### src/hw/rtl/shcp_pkg.sv
`default_nettype none
// ----------------------------------------------------------------------------
// shcp_pkg
// Shared types and constants of the SH coefficient half-precision packer.
// ----------------------------------------------------------------------------
package shcp_pkg;

  localparam int unsigned CpsW            = 6;
  localparam int unsigned CoeffW          = 32;
  localparam int unsigned HalfW           = 16;
  localparam int unsigned WordW           = 32;
  localparam int unsigned StoreWords      = 24;   // 48 halves, two per word
  localparam int unsigned WordAw          = 5;
  localparam int unsigned IdxW            = 5;    // index within a channel, at most 20
  localparam int unsigned SlotW           = 6;
  localparam int unsigned CpsReset        = 45;
  localparam int unsigned MaxPerChannelDefault  = 15;
  localparam int unsigned WordsPerRecordDefault = 24;

  localparam logic [HalfW-2:0] HalfSat = 15'h7BFF;

  // Commands from the controller to the datapath.
  typedef struct packed {
    logic              load;     // input transfer this cycle
    logic              rd_en;    // fetch one word into the output register
    logic [WordAw-1:0] rd_addr;
    logic              clear;    // drop the record store and counters
  } shcp_cmd_t;

  // Status from the datapath to the controller.
  typedef struct packed {
    logic rec_end;               // the item on the input completes a record
  } shcp_sts_t;

endpackage
`default_nettype wire

### src/hw/rtl/sh_coeff_half_interleave_packer_core.sv
`default_nettype none
// ----------------------------------------------------------------------------
// sh_coeff_half_interleave_packer_core
// Converts float32 SH coefficients to float16 and packs them, channel
// interleaved, into 32-bit words at the end of each record.
// ----------------------------------------------------------------------------
//   Port group   Dir  Payload
//   s_axis_*     in   tdata[31:0] = coeff_bits
//   m_axis_*     out  tdata[31:0] = packed_word, tlast = last_word
//   cfg_*_i      in   cfg_wdata_i[5:0] = coeffs_per_splat
//
// An input transfer is taken when the input is ready; items of a record follow
// back to back. After the item that ends a record the input is held off while
// the store is read out, one word per cycle when the sink is ready, paced by
// the single store read port. The next record may start while the final word
// still waits in the output register. After reset coeffs_per_splat is 45 and
// the store is empty.
// ----------------------------------------------------------------------------
module sh_coeff_half_interleave_packer_core #(
  parameter int unsigned MAX_PER_CHANNEL  = shcp_pkg::MaxPerChannelDefault,
  parameter int unsigned WORDS_PER_RECORD = shcp_pkg::WordsPerRecordDefault
) (
  input  wire logic                        clk_i,
  input  wire logic                        rst_ni,
  input  wire logic                        s_axis_tvalid,
  output      logic                        s_axis_tready,
  input  wire logic [31:0]                 s_axis_tdata,   // [31:0] coeff_bits
  output      logic                        m_axis_tvalid,
  input  wire logic                        m_axis_tready,
  output      logic [31:0]                 m_axis_tdata,   // [31:0] packed_word
  output      logic                        m_axis_tlast,
  input  wire logic                        cfg_we_i,
  input  wire logic [shcp_pkg::CpsW-1:0]   cfg_wdata_i
);

  shcp_pkg::shcp_cmd_t cmd;
  shcp_pkg::shcp_sts_t sts;

  shcp_ctrl #(
    .WORDS_PER_RECORD(WORDS_PER_RECORD)
  ) u_ctrl (
    .clk_i      (clk_i),
    .rst_ni     (rst_ni),
    .in_valid_i (s_axis_tvalid),
    .in_ready_o (s_axis_tready),
    .out_valid_o(m_axis_tvalid),
    .out_ready_i(m_axis_tready),
    .out_last_o (m_axis_tlast),
    .sts_i      (sts),
    .cmd_o      (cmd)
  );

  shcp_datapath #(
    .MAX_PER_CHANNEL(MAX_PER_CHANNEL)
  ) u_datapath (
    .clk_i      (clk_i),
    .rst_ni     (rst_ni),
    .cfg_we_i   (cfg_we_i),
    .cfg_wdata_i(cfg_wdata_i),
    .coeff_i    (s_axis_tdata),
    .cmd_i      (cmd),
    .sts_o      (sts),
    .word_o     (m_axis_tdata)
  );

  // No store read while items are being collected.
  a_no_read_in_collect: assert property (@(posedge clk_i) disable iff (!rst_ni)
    s_axis_tready |-> !cmd.rd_en)
    else $error("store read while input is open");

  // A record-ending transfer closes the input for the readout.
  a_close_after_record: assert property (@(posedge clk_i) disable iff (!rst_ni)
    (cmd.load && sts.rec_end) |=> !s_axis_tready)
    else $error("input stayed open after record end");

  // Fetching the last word reopens the input and tags the word as last.
  a_reopen_after_last: assert property (@(posedge clk_i) disable iff (!rst_ni)
    cmd.clear |=> (s_axis_tready && m_axis_tvalid && m_axis_tlast))
    else $error("readout end not handled");

endmodule
`default_nettype wire

### src/hw/rtl/shcp_ctrl.sv
`default_nettype none
// ----------------------------------------------------------------------------
// shcp_ctrl
// Controller: collects items until a record ends, then reads out the store
// one word per cycle into the output register while the sink keeps up.
// ----------------------------------------------------------------------------
module shcp_ctrl #(
  parameter int unsigned WORDS_PER_RECORD = shcp_pkg::WordsPerRecordDefault
) (
  input  wire logic               clk_i,
  input  wire logic               rst_ni,
  input  wire logic               in_valid_i,
  output      logic               in_ready_o,
  output      logic               out_valid_o,
  input  wire logic               out_ready_i,
  output      logic               out_last_o,
  input  wire shcp_pkg::shcp_sts_t sts_i,
  output      shcp_pkg::shcp_cmd_t cmd_o
);

  typedef enum logic {
    ST_COLLECT,
    ST_DRAIN
  } state_e;

  localparam logic [shcp_pkg::WordAw-1:0] LastWord =
    shcp_pkg::WordAw'(WORDS_PER_RECORD - 1);

  state_e                      state_q;
  logic                        in_ready_q;
  logic                        out_valid_q;
  logic                        out_last_q;
  logic [shcp_pkg::WordAw-1:0] word_q;

  logic load;
  logic issue;
  logic issue_last;

  assign load       = in_valid_i && in_ready_q;
  // The output register doubles as the read data register of the store.
  assign issue      = (state_q == ST_DRAIN) && (!out_valid_q || out_ready_i);
  assign issue_last = issue && (word_q == LastWord);

  always_comb begin
    cmd_o.load    = load;
    cmd_o.rd_en   = issue;
    cmd_o.rd_addr = word_q;
    cmd_o.clear   = issue_last;
  end

  always_ff @(posedge clk_i or negedge rst_ni) begin
    if (!rst_ni) begin
      state_q     <= ST_COLLECT;
      in_ready_q  <= 1'b1;
      out_valid_q <= 1'b0;
      out_last_q  <= 1'b0;
      word_q      <= '0;
    end else begin
      if (issue) begin
        out_valid_q <= 1'b1;
        out_last_q  <= issue_last;
      end else if (out_ready_i) begin
        out_valid_q <= 1'b0;
      end
      unique case (state_q)
        ST_COLLECT: begin
          if (load && sts_i.rec_end) begin
            state_q    <= ST_DRAIN;
            in_ready_q <= 1'b0;
            word_q     <= '0;
          end
        end
        ST_DRAIN: begin
          if (issue) begin
            word_q <= word_q + 1'b1;
            if (issue_last) begin
              state_q    <= ST_COLLECT;
              in_ready_q <= 1'b1;
            end
          end
        end
        default: begin
          state_q <= ST_COLLECT;
        end
      endcase
    end
  end

  assign in_ready_o  = in_ready_q;
  assign out_valid_o = out_valid_q;
  assign out_last_o  = out_last_q;

endmodule
`default_nettype wire

### src/hw/rtl/shcp_datapath.sv
`default_nettype none
// ----------------------------------------------------------------------------
// shcp_datapath
// Float32 to float16 truncating conversion, record counters, interleaved
// half store with per-slot valid bits, and the registered read port.
// ----------------------------------------------------------------------------
module shcp_datapath #(
  parameter int unsigned MAX_PER_CHANNEL = shcp_pkg::MaxPerChannelDefault
) (
  input  wire logic                        clk_i,
  input  wire logic                        rst_ni,
  input  wire logic                        cfg_we_i,
  input  wire logic [shcp_pkg::CpsW-1:0]   cfg_wdata_i,
  input  wire logic [shcp_pkg::CoeffW-1:0] coeff_i,
  input  wire shcp_pkg::shcp_cmd_t         cmd_i,
  output      shcp_pkg::shcp_sts_t         sts_o,
  output      logic [shcp_pkg::WordW-1:0]  word_o
);

  localparam int unsigned Words = shcp_pkg::StoreWords;
  localparam int unsigned IdxW  = shcp_pkg::IdxW;
  localparam logic [shcp_pkg::CpsW-1:0] CpsInit = shcp_pkg::CpsW'(shcp_pkg::CpsReset);
  localparam logic [IdxW-1:0] CpcInit = IdxW'(shcp_pkg::CpsReset / 3);
  localparam logic [IdxW:0]   MaxIdx  = (IdxW + 1)'(MAX_PER_CHANNEL);

  // Truncating conversion; the exponent windows are tested on the biased field.
  function automatic logic [shcp_pkg::HalfW-1:0] to_half(
    input logic [shcp_pkg::CoeffW-1:0] bits
  );
    logic        sgn;
    logic [7:0]  ex;
    logic [22:0] man;
    logic [23:0] full;
    logic [4:0]  sh;
    logic [23:0] sub;
    logic [4:0]  hex;
    logic [14:0] mag;
    sgn  = bits[31];
    ex   = bits[30:23];
    man  = bits[22:0];
    full = {1'b1, man};
    sh   = 5'(8'd126 - ex);
    sub  = full >> sh;
    hex  = 5'(ex - 8'd112);
    if (ex > 8'd142) begin
      mag = shcp_pkg::HalfSat;
    end else if (ex < 8'd103) begin
      mag = '0;
    end else if (ex < 8'd113) begin
      mag = sub[14:0];
    end else begin
      mag = {hex, man[22:13]};
    end
    return {sgn, mag};
  endfunction

  logic [shcp_pkg::CpsW-1:0] cps_q;
  logic [IdxW-1:0]           cpc_q;
  logic [IdxW-1:0]           idx_q;
  logic [1:0]                ch_q;
  logic [shcp_pkg::CpsW-1:0] item_q;

  logic [shcp_pkg::HalfW-1:0] mem_even [Words];
  logic [shcp_pkg::HalfW-1:0] mem_odd  [Words];
  logic [Words-1:0]           vld_even_q;
  logic [Words-1:0]           vld_odd_q;
  logic [shcp_pkg::HalfW-1:0] rd_even_q;
  logic [shcp_pkg::HalfW-1:0] rd_odd_q;
  logic                       rd_even_vld_q;
  logic                       rd_odd_vld_q;

  logic [13:0]               cpc_prod;
  logic                      active;
  logic [1:0]                ch_eff;
  logic                      in_chan;
  logic                      wr_en;
  logic [shcp_pkg::SlotW-1:0] slot;
  logic [shcp_pkg::WordAw-1:0] slot_word;
  logic [shcp_pkg::HalfW-1:0] half;
  logic [IdxW:0]             idx_inc;

  // Division by three as a multiply by 171 over 512, exact for every 6-bit input.
  assign cpc_prod  = 14'(cfg_wdata_i) * 14'd171;
  assign active    = cmd_i.load && (cps_q != '0);
  assign ch_eff    = (cpc_q == '0) ? 2'd3 : ch_q;
  assign in_chan   = (ch_eff != 2'd3);
  assign wr_en     = active && in_chan && ({1'b0, idx_q} < MaxIdx);
  assign slot      = shcp_pkg::SlotW'(idx_q) * shcp_pkg::SlotW'(3) + shcp_pkg::SlotW'(ch_eff);
  assign slot_word = slot[shcp_pkg::SlotW-1:1];
  assign half      = to_half(coeff_i);
  assign idx_inc   = {1'b0, idx_q} + 1'b1;

  always_comb begin
    sts_o.rec_end = (cps_q == '0) ||
                    ({1'b0, item_q} + 1'b1 == {1'b0, cps_q});
  end

  always_ff @(posedge clk_i or negedge rst_ni) begin
    if (!rst_ni) begin
      cps_q      <= CpsInit;
      cpc_q      <= CpcInit;
      idx_q      <= '0;
      ch_q       <= '0;
      item_q     <= '0;
      vld_even_q <= '0;
      vld_odd_q  <= '0;
    end else if (cfg_we_i) begin
      cps_q      <= cfg_wdata_i;
      cpc_q      <= cpc_prod[13:9];
      idx_q      <= '0;
      ch_q       <= '0;
      item_q     <= '0;
      vld_even_q <= '0;
      vld_odd_q  <= '0;
    end else if (cmd_i.clear) begin
      idx_q      <= '0;
      ch_q       <= '0;
      item_q     <= '0;
      vld_even_q <= '0;
      vld_odd_q  <= '0;
    end else if (active) begin
      item_q <= item_q + 1'b1;
      if (in_chan) begin
        if (idx_inc >= {1'b0, cpc_q}) begin
          idx_q <= '0;
          ch_q  <= ch_eff + 1'b1;
        end else begin
          idx_q <= idx_inc[IdxW-1:0];
          ch_q  <= ch_eff;
        end
      end else begin
        ch_q <= ch_eff;
      end
      if (wr_en) begin
        if (slot[0]) begin
          vld_odd_q[slot_word] <= 1'b1;
        end else begin
          vld_even_q[slot_word] <= 1'b1;
        end
      end
    end
  end

  always_ff @(posedge clk_i) begin
    if (wr_en && !slot[0]) begin
      mem_even[slot_word] <= half;
    end
    if (wr_en && slot[0]) begin
      mem_odd[slot_word] <= half;
    end
    if (cmd_i.rd_en) begin
      rd_even_q <= mem_even[cmd_i.rd_addr];
      rd_odd_q  <= mem_odd[cmd_i.rd_addr];
    end
  end

  always_ff @(posedge clk_i or negedge rst_ni) begin
    if (!rst_ni) begin
      rd_even_vld_q <= 1'b0;
      rd_odd_vld_q  <= 1'b0;
    end else if (cmd_i.rd_en) begin
      rd_even_vld_q <= vld_even_q[cmd_i.rd_addr];
      rd_odd_vld_q  <= vld_odd_q[cmd_i.rd_addr];
    end
  end

  // A slot not written since the last clear, configuration write or reset reads as zero.
  assign word_o = {rd_odd_vld_q  ? rd_odd_q  : '0,
                   rd_even_vld_q ? rd_even_q : '0};

endmodule
`default_nettype wire
### config.mk
export PLATFORM = sky130hd
export DESIGN_NAME = sh_coeff_half_interleave_packer_core
export DESIGN_NICKNAME = d
export VERILOG_FILES = /design/src/hw/rtl/shcp_pkg.sv /design/src/hw/rtl/sh_coeff_half_interleave_packer_core.sv /design/src/hw/rtl/shcp_ctrl.sv /design/src/hw/rtl/shcp_datapath.sv
export SDC_FILE = /design/constraint.sdc
export NUM_CORES = 1
export LEC_CHECK = 0
export BUFFER_PORTS_ARGS = -buffer_cell sky130_fd_sc_hd__buf_4
export CAP_MARGIN = 5
export CORE_MARGIN = 2
export CORE_UTILIZATION = 55
export DETAILED_ROUTE_END_ITERATION = 10
export GPL_TIMING_DRIVEN = 0
export PLACE_DENSITY = 0.71
export SETUP_SLACK_MARGIN = 0.15
export SKIP_CTS_REPAIR_TIMING = 1
export SLEW_MARGIN = 0
export SYNTH_ARGS = -nofsm -noshare
export SYNTH_HDL_FRONTEND = slang
export SYNTH_HIERARCHICAL = 1
export SYNTH_SLANG_ARGS = --single-unit
### constraint.sdc
create_clock -name clk_i -period 10.1 [get_ports clk_i]
set_clock_uncertainty 0.2 [all_clocks]
set_input_delay 2.02 -clock clk_i [delete_from_list [all_inputs] [get_ports clk_i]]
set_output_delay 2.02 -clock clk_i [all_outputs]
set_load 0.02 [all_outputs]
==> flow_metrics.env <==
export IMPL_outcome="completed"
export IMPL_finalHoldViolCount=0
export IMPL_timing_final_crit_share=0.561
export IMPL_dp_hpwl_mm=57.9
export IMPL_grt_pass1_wl_mm=127
export IMPL_post_route_cells_drive_above_1_share=0.296
export IMPL_synth_area_mm2=0.0370
export IMPL_drt_first_pass_iters=5
export IMPL_pre_cts_ws_ns=3.87
export IMPL_ys_flop_type="edfxtp_1"
export IMPL_cts_buffers=86
export IMPL_fin_nets=2253
export IMPL_finalCoreUtilization=0.639
export IMPL_totalWireLength_mm=84.9
export IMPL_drt_drc_violations_left=0
export IMPL_routed_via_density=6.25
export IMPL_path_class="in2reg"
export IMPL_cp_slowest_stage_delay_ns=0.59
export IMPL_final_max_slew_violation_count=0
export IMPL_synth_edf_count=800
export IMPL_drt_initial_drc_count=2013
export IMPL_htree_levels=3
export IMPL_gp_routability_congestion=0.838
export IMPL_core_area_mm2=0.0669
export IMPL_cts_root_buf="clkbuf_16"
export IMPL_drt_wirelength_per_cell_um=27.4
export IMPL_setup_slack_ns=4.43
export IMPL_cp_slowest_cell="a221oi_1"
export IMPL_min_delay_path_class="reg2reg"
export IMPL_drv_cap=0
export IMPL_crit_path_max_fanout=25
export IMPL_die_width_um=263
export IMPL_antenna_cells=0
export IMPL_grt_start_max_net_pins=84
export IMPL_number_of_global_route_vias_before_repair=19900
export IMPL_vdd_drop_max_mv=0.114
export IMPL_yosysWarnings=6
export IMPL_crit_chain="buf_4 -> buf_2 -> buf_2 -> buf_4 -> inv_1 -> ha_1 -> buf_6 -> buf_6 -> buf_2 -> mux4_2 -> mux2i_1 -> a21oi_1 -> a221oi_1 -> a21oi_4 -> buf_16"
export IMPL_cts_num_sinks=883
export IMPL_worst_ep_arrival_ns=5.82
export IMPL_library_cell_appearing_most_often_on_the_critical_path="buf_2"
export IMPL_postSynthAreaPerCell_um2=19.2
export IMPL_dieArea_mm2=0.0693
export IMPL_hold_worst_slack_ns=0.288
export IMPL_p_leak_nw=14.5
export IMPL_start_util=0.553
export IMPL_grt_antenna_before_repair=0
export IMPL_timing_final_crit_period_ns=5.67
export IMPL_cp_end_kind="register"
export IMPL_die_height_um=263
export IMPL_cts_root_to_sink_buffers=3
export IMPL_synth_ff_latch_count=883
export IMPL_routed_via_count=19400
export IMPL_grtUsageTotal=0.250
export IMPL_synth_seq_area_share=0.706
export IMPL_netlist_cell_type_count=63
export IMPL_top_level_ports=78
export IMPL_antenna_left=0
export IMPL_pwr_density_cell_mw_per_mm2=177
export IMPL_placementRows=95
export IMPL_worstPathRequired_ns=10.25
export IMPL_postSynthCellCount=1927
export IMPL_worstSkewPairLatency_ns=0.62
export IMPL_maxClockFrequency_mhz=176
export IMPL_worst_slew_pin_transition_ns=1.11
export IMPL_clock_transition_at_the_registers_of_the_reported_paths_ns=0.06
export IMPL_worst_setup_path_start_kind="input pin"
export IMPL_setup_violations=0
export IMPL_grt_setup_unrepaired="no"
export IMPL_synth_async_sr_flop_share=0.0940
export IMPL_timing_max_slew_rel_slack=0.263
export IMPL_syn2layout_area_growth_pct=15.6
export IMPL_postSynthNetCount=2025
export IMPL_port_buffer_count=76
export IMPL_grt_overflow_total=0
export IMPL_clock_tree_from_tritoncts="built"
## sequential cells by signal, indices dropped and copies added (netlist names)
| register | flops |
|---|---|
| u_datapath/vld_even_q | 24 |
| u_datapath/rd_odd_q | 16 |
| u_datapath/mem_even | 384 |
| u_datapath/vld_odd_q | 24 |
| u_ctrl/word_q | 5 |
| u_datapath/cps_q | 6 |
| u_datapath/rd_even_vld_q | 1 |
| u_ctrl/out_last_o | 1 |
| u_datapath/rd_even_q | 16 |
| u_datapath/idx_q | 5 |
| u_datapath/ch_q | 2 |
| u_ctrl/out_valid_o | 1 |
| u_datapath/item_q | 6 |
| u_ctrl/in_ready_o | 1 |
| u_datapath/rd_odd_vld_q | 1 |
| u_datapath/cpc_q | 5 |
| u_datapath/mem_odd | 384 |
| u_ctrl/state_q | 1 |
## kinds of logic after synthesis
logic type	Yosys count	synth area share
buffers and inverters	139	0.0186
muxes	316	0.174
xor gates and xnor gates	28	0.00663
and+or+nand+nor	294	0.0383
AOI/OAI and AO/OA	212	0.0366
DFF	883	0.706
adders and majority gates	55	0.0204
## synthesized netlist by cell type, types with 15 or more instances
| master | count | share of area |
|---|---|---|
| nand3_1 | 18 | 0.0024 |
| xnor2_1 | 15 | 0.0036 |
| edfxtp_1 | 800 | 0.65 |
| a21oi_1 | 54 | 0.0073 |
| clkbuf_1 | 43 | 0.0044 |
| o21a_1 | 42 | 0.0085 |
| o21ai_1 | 33 | 0.0045 |
| nand2_1 | 102 | 0.010 |
| o21ai_0 | 30 | 0.0041 |
| ha_1 | 46 | 0.016 |
| inv_1 | 36 | 0.0037 |
| dfrtp_1 | 74 | 0.050 |
| mux2i_1 | 45 | 0.012 |
| nor2_1 | 73 | 0.0074 |
| and2_1 | 36 | 0.0061 |
| buf_2 | 23 | 0.0031 |
| mux4_2 | 259 | 0.16 |
## critical path, delay by kind of cell
| kind | cells | cell delay, ns |
|---|---|---|
| mux | 2 | 0.59 |
| fa+ha+maj | 1 | 0.31 |
| buf+inv | 9 | 1.86 |
| compound gates | 3 | 0.97 |
## where the power goes
| part | switching [mW] | internal (mW) | leakage (nW) | total, mW |
|---|---|---|---|---|
| registers | 0.00790 | 4.04 | 8.18 | 4.05 |
| logic | 0.248 | 0.137 | 4.92 | 0.385 |
| clock network | 1.33 | 1.81 | 1.35 | 3.14 |
## worst paths after layout
path,start,to,slack [ns],depth (start not counted)
setup reg to reg,u_datapath/cpc_q[0],u_datapath/mem_odd[18][12],5.08,14
min in group asynchronous,rst_ni,u_datapath/idx_q[3],1.39,1
max in group asynchronous,rst_ni,u_datapath/vld_even_q[21],7.59,1
hold / removal,u_datapath/vld_even_q[19],u_datapath/vld_even_q[19],0.29,2
hold reg to reg,u_datapath/vld_even_q[19],u_datapath/vld_even_q[19],0.29,2
setup / recovery,s_axis_tdata[23],u_datapath/mem_odd[18][5],4.43,15
## metal layers
| metal | vias to the layer above | share of wire | track usage |
|---|---|---|---|
| li1 | 8270 | - | - |
| met1 | 10100 | 0.39 | 0.344 |
| met2 | 816 | 0.50 | 0.410 |
| met3 | 125 | 0.081 | 0.0501 |
| met4 | 0 | 0.025 | 0.0712 |
| met5 | - | 0 | 0 |
## placed cells by master (no fill, tap or decap), drive strengths merged, types with 8 or more instances in the layout
master    n
a21oi    54
a221oi    8
and2     39
and3     10
buf     199
clkbuf  149
clkinv   44
dfrtp    74
dfstp     9
edfxtp  800
fa        9
ha       46
inv      38
mux2     12
mux2i    45
mux4    259
nand2   102
nand3    18
nor2     73
o21a     42
o21ai    63
o21bai    9
xnor2    15
xor2     13
## stage by stage
stage | power (mW) | setup TNS, ns | instances | cell area [µm²]
final | 7.57 | 0 | 3100 | 42800
after global routing | 7.80 | 0 | 3100 | 42800
after CTS | 7.62 | 0 | 3100 | 42800
after detailed placement | 4.51 | 0 | 2940 | 40000
after global placement | 4.47 | -72.64 | 2876 | 38700
after floorplan | 4.34 | 0 | 1927 | 37000
## layout make-up
class                      instances  area [µm²]
clock buffer                     105        2320
buffer                           103         552
inverter                          36         135
clock inverter                    55         455
sequential                       883       26100
multi-input combinational        905       10500
tap                              873        1090
fill                            4469       24200
timing repair buffer             140        1640
Power figures use the tool's default switching activity.
